===== src/rtl/core/g726cbo_pkg.sv =====
// Types, codes and bit permutation functions of the G.726 bit order converter.
// No dependencies; every other file but the assertion header imports it.
package g726cbo_pkg;

	localparam int GROUP_MAX = 5;
	localparam int HOLD_MAX  = 4;

	// Configuration register indexes.
	localparam logic [1:0] CFG_ENABLE    = 2'd0;
	localparam logic [1:0] CFG_RATE_MODE = 2'd1;
	localparam logic [1:0] CFG_NET_DIR   = 2'd2;

	// Rate mode codes.
	localparam logic [1:0] RATE_16K = 2'd0;
	localparam logic [1:0] RATE_24K = 2'd1;
	localparam logic [1:0] RATE_32K = 2'd2;
	localparam logic [1:0] RATE_40K = 2'd3;

	typedef logic [7:0] byte_t;
	typedef logic [2:0] cnt_t;
	typedef logic [1:0] cfg_idx_t;
	typedef logic [1:0] cfg_data_t;
	typedef logic [GROUP_MAX-1:0][7:0] group_t;

	typedef struct packed {
		logic       enable;
		logic [1:0] rate_mode;
		logic       net_dir;
	} cfg_t;

	// One finished group waiting for the output side.
	typedef struct packed {
		group_t bytes;
		cnt_t   count;
		logic   last;
	} entry_t;

	typedef struct packed {
		logic empty;
		logic full;
	} q_status_t;

	function automatic byte_t swap_pairs(input byte_t a);
		return {a[1:0], a[3:2], a[5:4], a[7:6]};
	endfunction

	function automatic byte_t swap_nibbles(input byte_t a);
		return {a[3:0], a[7:4]};
	endfunction

	function automatic group_t perm3(input byte_t a, input byte_t b, input byte_t c,
			input logic net);
		group_t y;
		y = '0;
		if (!net) begin
			y[0] = {a[2:0], a[5:3], b[0], a[7]};
			y[1] = {a[6], b[3:1], b[6:4], c[1]};
			y[2] = {c[0], b[7], c[4:2], c[7:5]};
		end else begin
			y[0] = {a[0], b[7], a[4:2], a[7:5]};
			y[1] = {c[6], b[3:1], b[6:4], a[1]};
			y[2] = {c[2:0], c[5:3], b[0], c[7]};
		end
		return y;
	endfunction

	function automatic group_t perm5(input byte_t a, input byte_t b, input byte_t c,
			input byte_t d, input byte_t e, input logic net);
		group_t y;
		if (!net) begin
			y[0] = {a[4:0], b[1:0], a[7]};
			y[1] = {a[6:5], b[6:2], c[3]};
			y[2] = {c[2:0], b[7], d[0], c[7:5]};
			y[3] = {c[4], d[5:1], e[2:1]};
			y[4] = {e[0], d[7:6], e[7:3]};
		end else begin
			y[0] = {a[0], b[7:6], a[7:3]};
			y[1] = {c[4], b[5:1], a[2:1]};
			y[2] = {c[2:0], d[7], b[0], c[7:5]};
			y[3] = {e[6:5], d[6:2], c[3]};
			y[4] = {e[4:0], d[1:0], e[7]};
		end
		return y;
	endfunction

endpackage


===== src/rtl/core/g726cbo_if.sv =====
// Handshake channels of the G.726 bit order converter: input bytes,
// output bytes and configuration writes. Depends on g726cbo_pkg.
interface g726cbo_in_if import g726cbo_pkg::*; ();
	logic  valid;
	logic  ready;
	byte_t data_byte;
	logic  is_last;

	modport source (output valid, output data_byte, output is_last, input ready);
	modport sink (input valid, input data_byte, input is_last, output ready);
endinterface

interface g726cbo_out_if import g726cbo_pkg::*; ();
	logic  valid;
	logic  ready;
	byte_t out_byte;
	logic  out_last;

	modport source (output valid, output out_byte, output out_last, input ready);
	modport sink (input valid, input out_byte, input out_last, output ready);
endinterface

interface g726cbo_cfg_if import g726cbo_pkg::*; ();
	logic      valid;
	logic      ready;
	cfg_idx_t  index;
	cfg_data_t data;

	modport source (output valid, output index, output data, input ready);
	modport sink (input valid, input index, input data, output ready);
endinterface


===== src/rtl/core/g726cbo_front.sv =====
// Front end: accepts input bytes, collects groups and repacks finished ones.
// Depends on g726cbo_pkg and g726cbo_in_if.
module g726cbo_front import g726cbo_pkg::*; (
	input  logic   clk,
	input  logic   arst_n,
	input  cfg_t   cfg,
	g726cbo_in_if.sink din,
	input  logic   q_full,
	output logic   push,
	output entry_t push_entry
);

	byte_t  grp_q [HOLD_MAX];
	cnt_t   cnt_q;

	cnt_t   held;
	cnt_t   n;
	cnt_t   size;
	group_t gbytes;
	group_t conv;
	logic   convert;
	logic   hold;
	logic   fire;

	assign din.ready = !q_full;
	assign fire      = din.valid && din.ready;

	always_comb begin
		held = cnt_q;
		n    = held + 3'd1;
		size = 3'd1;
		if (cfg.enable) begin
			unique case (cfg.rate_mode)
				RATE_24K: size = 3'd3;
				RATE_40K: size = 3'd5;
				default:  size = 3'd1;
			endcase
		end

		// Held bytes first, the new byte right after them.
		for (int i = 0; i < HOLD_MAX; i++) begin
			gbytes[i] = (3'(i) < held) ? grp_q[i] : din.data_byte;
		end
		gbytes[GROUP_MAX-1] = din.data_byte;

		conv = gbytes;
		unique case (cfg.rate_mode)
			RATE_16K: conv[0] = swap_pairs(gbytes[0]);
			RATE_32K: conv[0] = swap_nibbles(gbytes[0]);
			RATE_24K: conv = perm3(gbytes[0], gbytes[1], gbytes[2], cfg.net_dir);
			RATE_40K: conv = perm5(gbytes[0], gbytes[1], gbytes[2], gbytes[3], gbytes[4],
				cfg.net_dir);
		endcase

		convert = cfg.enable && (n == size);
		hold    = !convert && (n < size) && !din.is_last;

		push             = fire && !hold;
		push_entry.bytes = convert ? conv : gbytes;
		push_entry.count = n;
		push_entry.last  = din.is_last;
	end

	always_ff @(posedge clk or negedge arst_n) begin
		if (!arst_n) begin
			cnt_q <= '0;
		end else if (fire) begin
			cnt_q <= hold ? n : '0;
		end
	end

	always_ff @(posedge clk) begin
		if (fire && hold) begin
			grp_q[held[1:0]] <= din.data_byte;
		end
	end

endmodule


===== src/rtl/core/g726cbo_queue.sv =====
// Short queue of finished groups between the front and back ends.
// Depends on g726cbo_pkg.
module g726cbo_queue import g726cbo_pkg::*; #(
	parameter int DEPTH = 2
) (
	input  logic      clk,
	input  logic      arst_n,
	input  logic      push,
	input  entry_t    push_entry,
	input  logic      pop,
	output entry_t    head,
	output q_status_t status
);

	localparam int PTR_W = $clog2(DEPTH);
	localparam int CNT_W = $clog2(DEPTH + 1);

	entry_t           mem_q [DEPTH];
	logic [PTR_W-1:0] wr_ptr_q;
	logic [PTR_W-1:0] rd_ptr_q;
	logic [CNT_W-1:0] cnt_q;

	logic do_push;
	logic do_pop;

	assign status.empty = (cnt_q == '0);
	assign status.full  = (cnt_q == CNT_W'(DEPTH));
	assign head         = mem_q[rd_ptr_q];
	assign do_push      = push && !status.full;
	assign do_pop       = pop && !status.empty;

	always_ff @(posedge clk or negedge arst_n) begin
		if (!arst_n) begin
			wr_ptr_q <= '0;
			rd_ptr_q <= '0;
			cnt_q    <= '0;
		end else begin
			if (do_push) begin
				wr_ptr_q <= (wr_ptr_q == PTR_W'(DEPTH - 1)) ? '0 : wr_ptr_q + 1'b1;
			end
			if (do_pop) begin
				rd_ptr_q <= (rd_ptr_q == PTR_W'(DEPTH - 1)) ? '0 : rd_ptr_q + 1'b1;
			end
			if (do_push && !do_pop) begin
				cnt_q <= cnt_q + 1'b1;
			end else if (do_pop && !do_push) begin
				cnt_q <= cnt_q - 1'b1;
			end
		end
	end

	always_ff @(posedge clk) begin
		if (do_push) begin
			mem_q[wr_ptr_q] <= push_entry;
		end
	end

endmodule


===== src/rtl/core/g726cbo_back.sv =====
// Back end: walks queued groups to the output register, a byte per free cycle.
// Depends on g726cbo_pkg and g726cbo_out_if.
module g726cbo_back import g726cbo_pkg::*; (
	input  logic      clk,
	input  logic      arst_n,
	input  entry_t    head,
	input  q_status_t status,
	output logic      pop,
	g726cbo_out_if.source dout
);

	cnt_t  idx_q;
	logic  valid_q;
	byte_t byte_q;
	logic  last_q;

	cnt_t  last_idx;
	logic  at_end;
	logic  load;

	assign last_idx = head.count - 3'd1;
	assign at_end   = (idx_q == last_idx);
	assign load     = !status.empty && (!valid_q || dout.ready);
	assign pop      = load && at_end;

	assign dout.valid    = valid_q;
	assign dout.out_byte = byte_q;
	assign dout.out_last = last_q;

	always_ff @(posedge clk or negedge arst_n) begin
		if (!arst_n) begin
			idx_q   <= '0;
			valid_q <= 1'b0;
		end else begin
			if (load) begin
				valid_q <= 1'b1;
				idx_q   <= at_end ? '0 : idx_q + 3'd1;
			end else if (dout.ready) begin
				valid_q <= 1'b0;
			end
		end
	end

	always_ff @(posedge clk) begin
		if (load) begin
			byte_q <= head.bytes[idx_q];
			last_q <= head.last && at_end;
		end
	end

endmodule


===== src/rtl/core/g726_codeword_bit_order_convert_unit.sv =====
// Top level of the G.726 code word bit order converter.
// Depends on g726cbo_pkg, the channel interfaces, and the front, queue and back modules.

// The unit repacks a byte stream of packed G.726 code words between host bit order
// (first code word in the most significant bits) and network bit order (first code
// word in the least significant bits). Writing register 0 (enable) to one turns the
// repacking on; with it at zero every byte passes through unchanged. Register 1 selects
// the rate: 16k and 32k streams have their 2-bit or 4-bit words reversed inside each
// byte, while 24k and 40k streams are permuted over groups of 3 and 5 bytes. Register 2
// picks the direction of those group permutations. Configuration requests are always
// taken at once, but they should only be issued while the unit is idle. The front end
// accepts one input request per clock cycle while the queue is not full, and holds the
// bytes of an open group; once the group is complete, or a byte flagged is_last ends
// a partial group, or a rate change or disabling makes the held bytes overrun the new
// group size, the group is pushed into a queue of QUEUE_DEPTH entries, and a partial
// group is sent unchanged. The back end drains the queue one byte per cycle, unless
// the output stalls, through an output register, so a group of 3 or 5 bytes leaves as
// a burst of 3 or 5 output requests, and only the byte that closes a buffer carries
// out_last. Each group is first written into the queue and then loaded from the queue
// head into the output register, one byte at a time. The sustained rate is one byte
// per cycle in both directions; the input stalls only when QUEUE_DEPTH finished
// groups wait because the output side is stalled.
module g726_codeword_bit_order_convert_unit import g726cbo_pkg::*; #(
	parameter int QUEUE_DEPTH = 2
) (
	input logic clk,
	input logic arst_n,
	g726cbo_cfg_if.sink   cfg,
	g726cbo_in_if.sink    din,
	g726cbo_out_if.source dout
);

	cfg_t      cfg_q;
	logic      push;
	logic      pop;
	entry_t    push_entry;
	entry_t    head;
	q_status_t q_status;

	// Register writes never stall; an index outside the register list is ignored.
	assign cfg.ready = 1'b1;

	always_ff @(posedge clk or negedge arst_n) begin
		if (!arst_n) begin
			cfg_q <= '0;
		end else if (cfg.valid) begin
			unique case (cfg.index)
				CFG_ENABLE:    cfg_q.enable    <= cfg.data[0];
				CFG_RATE_MODE: cfg_q.rate_mode <= cfg.data;
				CFG_NET_DIR:   cfg_q.net_dir   <= cfg.data[0];
				default: ;
			endcase
		end
	end

	g726cbo_front u_front (
		.clk        (clk),
		.arst_n     (arst_n),
		.cfg        (cfg_q),
		.din        (din),
		.q_full     (q_status.full),
		.push       (push),
		.push_entry (push_entry)
	);

	g726cbo_queue #(
		.DEPTH (QUEUE_DEPTH)
	) u_queue (
		.clk        (clk),
		.arst_n     (arst_n),
		.push       (push),
		.push_entry (push_entry),
		.pop        (pop),
		.head       (head),
		.status     (q_status)
	);

	g726cbo_back u_back (
		.clk    (clk),
		.arst_n (arst_n),
		.head   (head),
		.status (q_status),
		.pop    (pop),
		.dout   (dout)
	);

endmodule


===== src/flat_wrapper.sv =====
// flat-port wrapper written by rule: the top's interface ports become plain ports
module g726_codeword_bit_order_convert_unit_flat import g726cbo_pkg::*;
#(
	parameter int QUEUE_DEPTH = 2
)
  (clk, arst_n, cfg_valid, cfg_index, cfg_data, cfg_ready, din_valid, din_data_byte, din_is_last, din_ready, dout_valid, dout_out_byte, dout_out_last, dout_ready);
  g726cbo_cfg_if cfg_i ();
  g726cbo_in_if din_i ();
  g726cbo_out_if dout_i ();
  input logic clk;
  input logic arst_n;
  input wire logic [$bits(cfg_i.valid)-1:0] cfg_valid;
  input wire logic [$bits(cfg_i.index)-1:0] cfg_index;
  input wire logic [$bits(cfg_i.data)-1:0] cfg_data;
  output wire logic [$bits(cfg_i.ready)-1:0] cfg_ready;
  input wire logic [$bits(din_i.valid)-1:0] din_valid;
  input wire logic [$bits(din_i.data_byte)-1:0] din_data_byte;
  input wire logic [$bits(din_i.is_last)-1:0] din_is_last;
  output wire logic [$bits(din_i.ready)-1:0] din_ready;
  output wire logic [$bits(dout_i.valid)-1:0] dout_valid;
  output wire logic [$bits(dout_i.out_byte)-1:0] dout_out_byte;
  output wire logic [$bits(dout_i.out_last)-1:0] dout_out_last;
  input wire logic [$bits(dout_i.ready)-1:0] dout_ready;
  assign cfg_i.valid = cfg_valid;
  assign cfg_i.index = cfg_index;
  assign cfg_i.data = cfg_data;
  assign cfg_ready = cfg_i.ready;
  assign din_i.valid = din_valid;
  assign din_i.data_byte = din_data_byte;
  assign din_i.is_last = din_is_last;
  assign din_ready = din_i.ready;
  assign dout_valid = dout_i.valid;
  assign dout_out_byte = dout_i.out_byte;
  assign dout_out_last = dout_i.out_last;
  assign dout_i.ready = dout_ready;
  g726_codeword_bit_order_convert_unit #(.QUEUE_DEPTH(QUEUE_DEPTH)) u_core (.clk(clk), .arst_n(arst_n), .cfg(cfg_i), .din(din_i), .dout(dout_i));
endmodule

===== config.mk =====
export PLATFORM = sky130hd
export DESIGN_NAME = g726_codeword_bit_order_convert_unit_flat
export DESIGN_NICKNAME = d
export VERILOG_FILES = /design/src/rtl/core/g726cbo_pkg.sv /design/src/rtl/core/g726cbo_if.sv /design/src/rtl/core/g726cbo_front.sv /design/src/rtl/core/g726cbo_queue.sv /design/src/rtl/core/g726cbo_back.sv /design/src/rtl/core/g726_codeword_bit_order_convert_unit.sv /design/src/flat_wrapper.sv
export SDC_FILE = /design/constraint.sdc
export NUM_CORES = 1
export LEC_CHECK = 0
export BUFFER_PORTS_ARGS = -buffer_cell sky130_fd_sc_hd__buf_2
export CORE_AREA = 2 2 137 139
export DETAILED_ROUTE_END_ITERATION = 8
export DIE_AREA = 0 0 139 141
export PLACE_DENSITY_LB_ADDON = 0.25
export RECOVER_POWER = 100
export SLEW_MARGIN = 20
export SYNTH_ARGS = -nofsm -noshare
export SYNTH_HDL_FRONTEND = slang
export SYNTH_HIERARCHICAL = 1
export SYNTH_SLANG_ARGS = --single-unit

===== constraint.sdc =====
create_clock -name clk -period 6.2 [get_ports clk]
set_clock_uncertainty 0.15 [all_clocks]
set_input_delay 0.31 -clock clk [delete_from_list [all_inputs] [get_ports clk]]
set_output_delay 0.31 -clock clk [all_outputs]
set_load 0.05 [all_outputs]

==> results_dict.tcl <==
set metrics [dict create \
    worstMarginPinSlew_ns 2.501 \
    gp_congestion 0.8734 \
    post_cts_buffers 0 \
    path_cells "clkbuf_1 -> nor2_1 -> nand2_1 -> ha_1 -> nand4b_1 -> nor2_1 -> buf_4 -> o21ai_0 -> o22ai_1" \
    io_pins 30 \
    cp.required_ns 6.25 \
    post-place-ws_ns 2.444 \
    clk_latency_ns 0.43 \
    timing.fmax_mhz 227.4 \
    initial_core_util_pct 42.97 \
    drive_gt1_share_pct 21.68 \
    fp.dieH_um 141 \
    drv_slew 51 \
    drc 0 \
    synth-main-ff-cell "edfxtp_1" \
    root_buffer "clkbuf_16" \
    p_leak_nw 3.129 \
    cpMostUsedCell "nor2_1" \
    powerDensity_mw_per_mm2 491.5 \
    yosysWarnings 6 \
    fin_nets 632 \
    hpwlAfterDp_mm 12.41 \
    finalCritPeriodShare_pct 70.91 \
    drv_cap 1 \
    clock-sinks 144 \
    finalSetupViolCount 0 \
    worst_path_max_delay_cell "clkbuf_1" \
    die_area_mm2 0.01960 \
    vias_per_cell 5.704 \
    syn_avg_cell_area_um2 13.26 \
    ir_drop_uv 228.2 \
    track_usage_pct 19.64 \
    cts_tree "done" \
    period_minus_slack_ns 4.397 \
    mostFrequentLayoutCells "edfxtp_1, nand2_1, nor2_1, mux2i_1, mux2_4" \
    criticalPathCategory "flop to flop" \
    layout_commonest_cell "edfxtp_1" \
    status "finished with violations" \
    reg2reg_slack_ns 1.80 \
    syn_area_mm2 0.007849 \
    seqCellArea_mm2 0.004250 \
    relSlewSlack_pct -66.72 \
    grt_max_degree 51 \
    antenna_cells 0 \
    drt_iter0_drc 539 \
    path_max_fanout 25 \
    grt_pass1_wl_mm 28.97 \
    layout_setup_ws_ns 1.803 \
    ant_nets 0 \
    critPathMaxStageDelay_ns 1.01 \
    path_clk_slew_ns 0.07 \
    drtPass1Iterations 6 \
    vias 4860 \
    core_mm2 0.01827 \
    violations "max-capacitance violations, max-slew violations" \
    grt_pass1_vias 4834 \
    wl_mm 18.40 \
    cts-buffers-inserted 17 \
    yosysSeqAreaShare_pct 54.14 \
    cts_htree_levels 4 \
    fillers 1684 \
    synthArstFlopShare_pct 10.42 \
    critPathLaunchType "flop" \
    synth-edff-count 129 \
    hold_viol 0 \
    cts_buffer_depth 2 \
    std_cell_rows 50 \
    syn_to_final_growth_pct 8.800 \
    ys_types 71 \
    grt_antenna_before_repair 0 \
    multiInputGateArea_mm2 0.003132 \
    post_drt_wl_per_cell_um 21.60 \
    critPathCaptureType "flop" \
    setup_tns_ns 0 \
    cts_resized 0 \
    syn_inst 592 \
    portBuffers 28 \
    cp_num_buf_inv 2 \
    rsz0062_at_grt "false" \
    critPathTopFamily "simple AND/OR/NAND/NOR gates" \
    die_w_um 139 \
    synth_seq_cells 144 \
    arrival_ns 4.45 \
    syn-num-nets 619 \
    gr-total-overflow 0 \
    hold_class "primary input to flop" \
]
==> sequential cells by signal, summed over array words and instances (netlist names) <==
register,count
u_core/cfg_q,4
u_core/u_back/dout.out_byte,8
u_core/u_queue/mem_q,88
u_core/u_front/grp_q,32
u_core/u_queue/rd_ptr_q,1
u_core/u_back/idx_q,3
u_core/u_queue/wr_ptr_q,1
u_core/u_back/dout.out_last,1
u_core/u_queue/cnt_q,2
u_core/u_back/dout.valid,1
u_core/u_front/cnt_q,3
==> cell type report <==
class	count	area share, %
multi-input cells	373	36.67
flip-flops and latches	144	49.77
clock buffers	17	4.982
clock inverters	15	1.421
repair buffers	42	2.535
well taps	234	3.429
inverters	27	1.187
==> kinds of logic (layout without fill, tap and decap cells) <==
logic type | after synthesis | after routing | share of synthesized area [%]
DFF | 144 | 144 | 54.14
and+or+nand+nor | 130 | 130 | 8.545
AOI/OAI and AO/OA | 112 | 112 | 9.278
muxes | 112 | 112 | 19.97
buffers and inverters | 75 | 101 | 5.404
adders and majority gates | 9 | 9 | 1.435
xor gates and xnor gates | 9 | 9 | 1.180
other | 1 | 1 | 0.04778
==> tightest hold or removal path, stage by stage <==
cell	delay (ns)
buf_2	0.09
nand2_1	0.09
nand2_1	0.08
o21ai_0	0.07
==> metal layers <==
metal | part of all wire [%] | track usage [%]
met1 | 47 | 28.24
met2 | 46 | 29.92
met3 | 4.5 | 3.057
met4 | 2.5 | 8.134
met5 | 0 | 0
==> through the flow <==
step	area (um2)	hold slack [ns]	cells	power [mW]	utilization, %
floorplan	7849	-0.1356	592	2.970	-
CTS	8633	0.06893	852	4.283	47.26
global route	8539	0.1140	852	4.433	46.75
detailed placement	8036	0.09946	815	3.316	43.99
global placement	8036	0.08560	815	3.296	43.99
finish	8539	0.08972	852	4.197	46.75
==> power breakdown <==
| part | leakage (nW) | total [mW] | switching (mW) | internal (mW) |
|---|---|---|---|---|
| Combinational | 1.49 | 1.66 | 0.984 | 0.678 |
| Clock | 0.271 | 0.958 | 0.436 | 0.522 |
| Sequential | 1.37 | 1.58 | 0.144 | 1.43 |
| Total | 3.13 | 4.20 | 1.56 | 2.63 |
==> final timing paths <==
check                                          from                          end  cells after the start
max                                 u_core/cfg_q[2]  u_core/u_queue/mem_q[1][12]                      9
min                                       din_valid      u_core/u_front/cnt_q[0]                      4
max reg2reg                         u_core/cfg_q[2]  u_core/u_queue/mem_q[1][12]                      9
min reg2reg                u_core/u_back/dout.valid     u_core/u_back/dout.valid                      2
max in group asynchronous                    arst_n      u_core/u_queue/rd_ptr_q                      2
min in group asynchronous                    arst_n              u_core/cfg_q[2]                      2
==> repair_timing <==
item | 4_1_cts | 5_1_grt
hold endpoints to repair | 22 | 0
hold buffers | 5 | 0
setup endpoints to repair | 0 | 0
==> Yosys cell counts (2+ instances only) <==
cell       number  area (um2)
mux2_2         21       236.5
inv_1          26       97.59
buf_1           4       15.01
buf_4           5       37.54
or2_2           2       12.51
nand4_1         2       12.51
o221ai_1        2       17.52
o21ai_0        21       105.1
a21oi_1        20       100.1
buf_12          4       80.08
and3_1          2       12.51
xnor2_1         3       26.28
and2_1          2       12.51
a31o_2          4       35.03
xor2_1          5       43.79
mux4_2         18       405.4
buf_6           4       45.04
mux2i_1        34       340.3
nand2b_1        3       18.77
edfxtp_1      129        3874
or4b_4          3       41.29
nand3b_1        2       15.01
o22ai_1        12       75.07
o21ai_1        11       55.05
nor3_1          3       15.01
o211ai_1        8       60.06
o31ai_1         2       15.01
a21o_1          2       15.01
a31oi_1        10       62.56
mux2_4         39       585.6
ha_1            9       112.6
a21boi_0        3       22.52
nor2b_1         3       18.77
a221oi_1        2       17.52
nand3_1        11       55.05
nand2_1        44       165.2
o31ai_2         2       25.02
a2bb2oi_1       3       26.28
nor2_1         39       146.4
dfrtp_1        15       375.4
clkbuf_1       11       41.29
buf_2          18       90.09
Power figures use the tool's default switching activity.
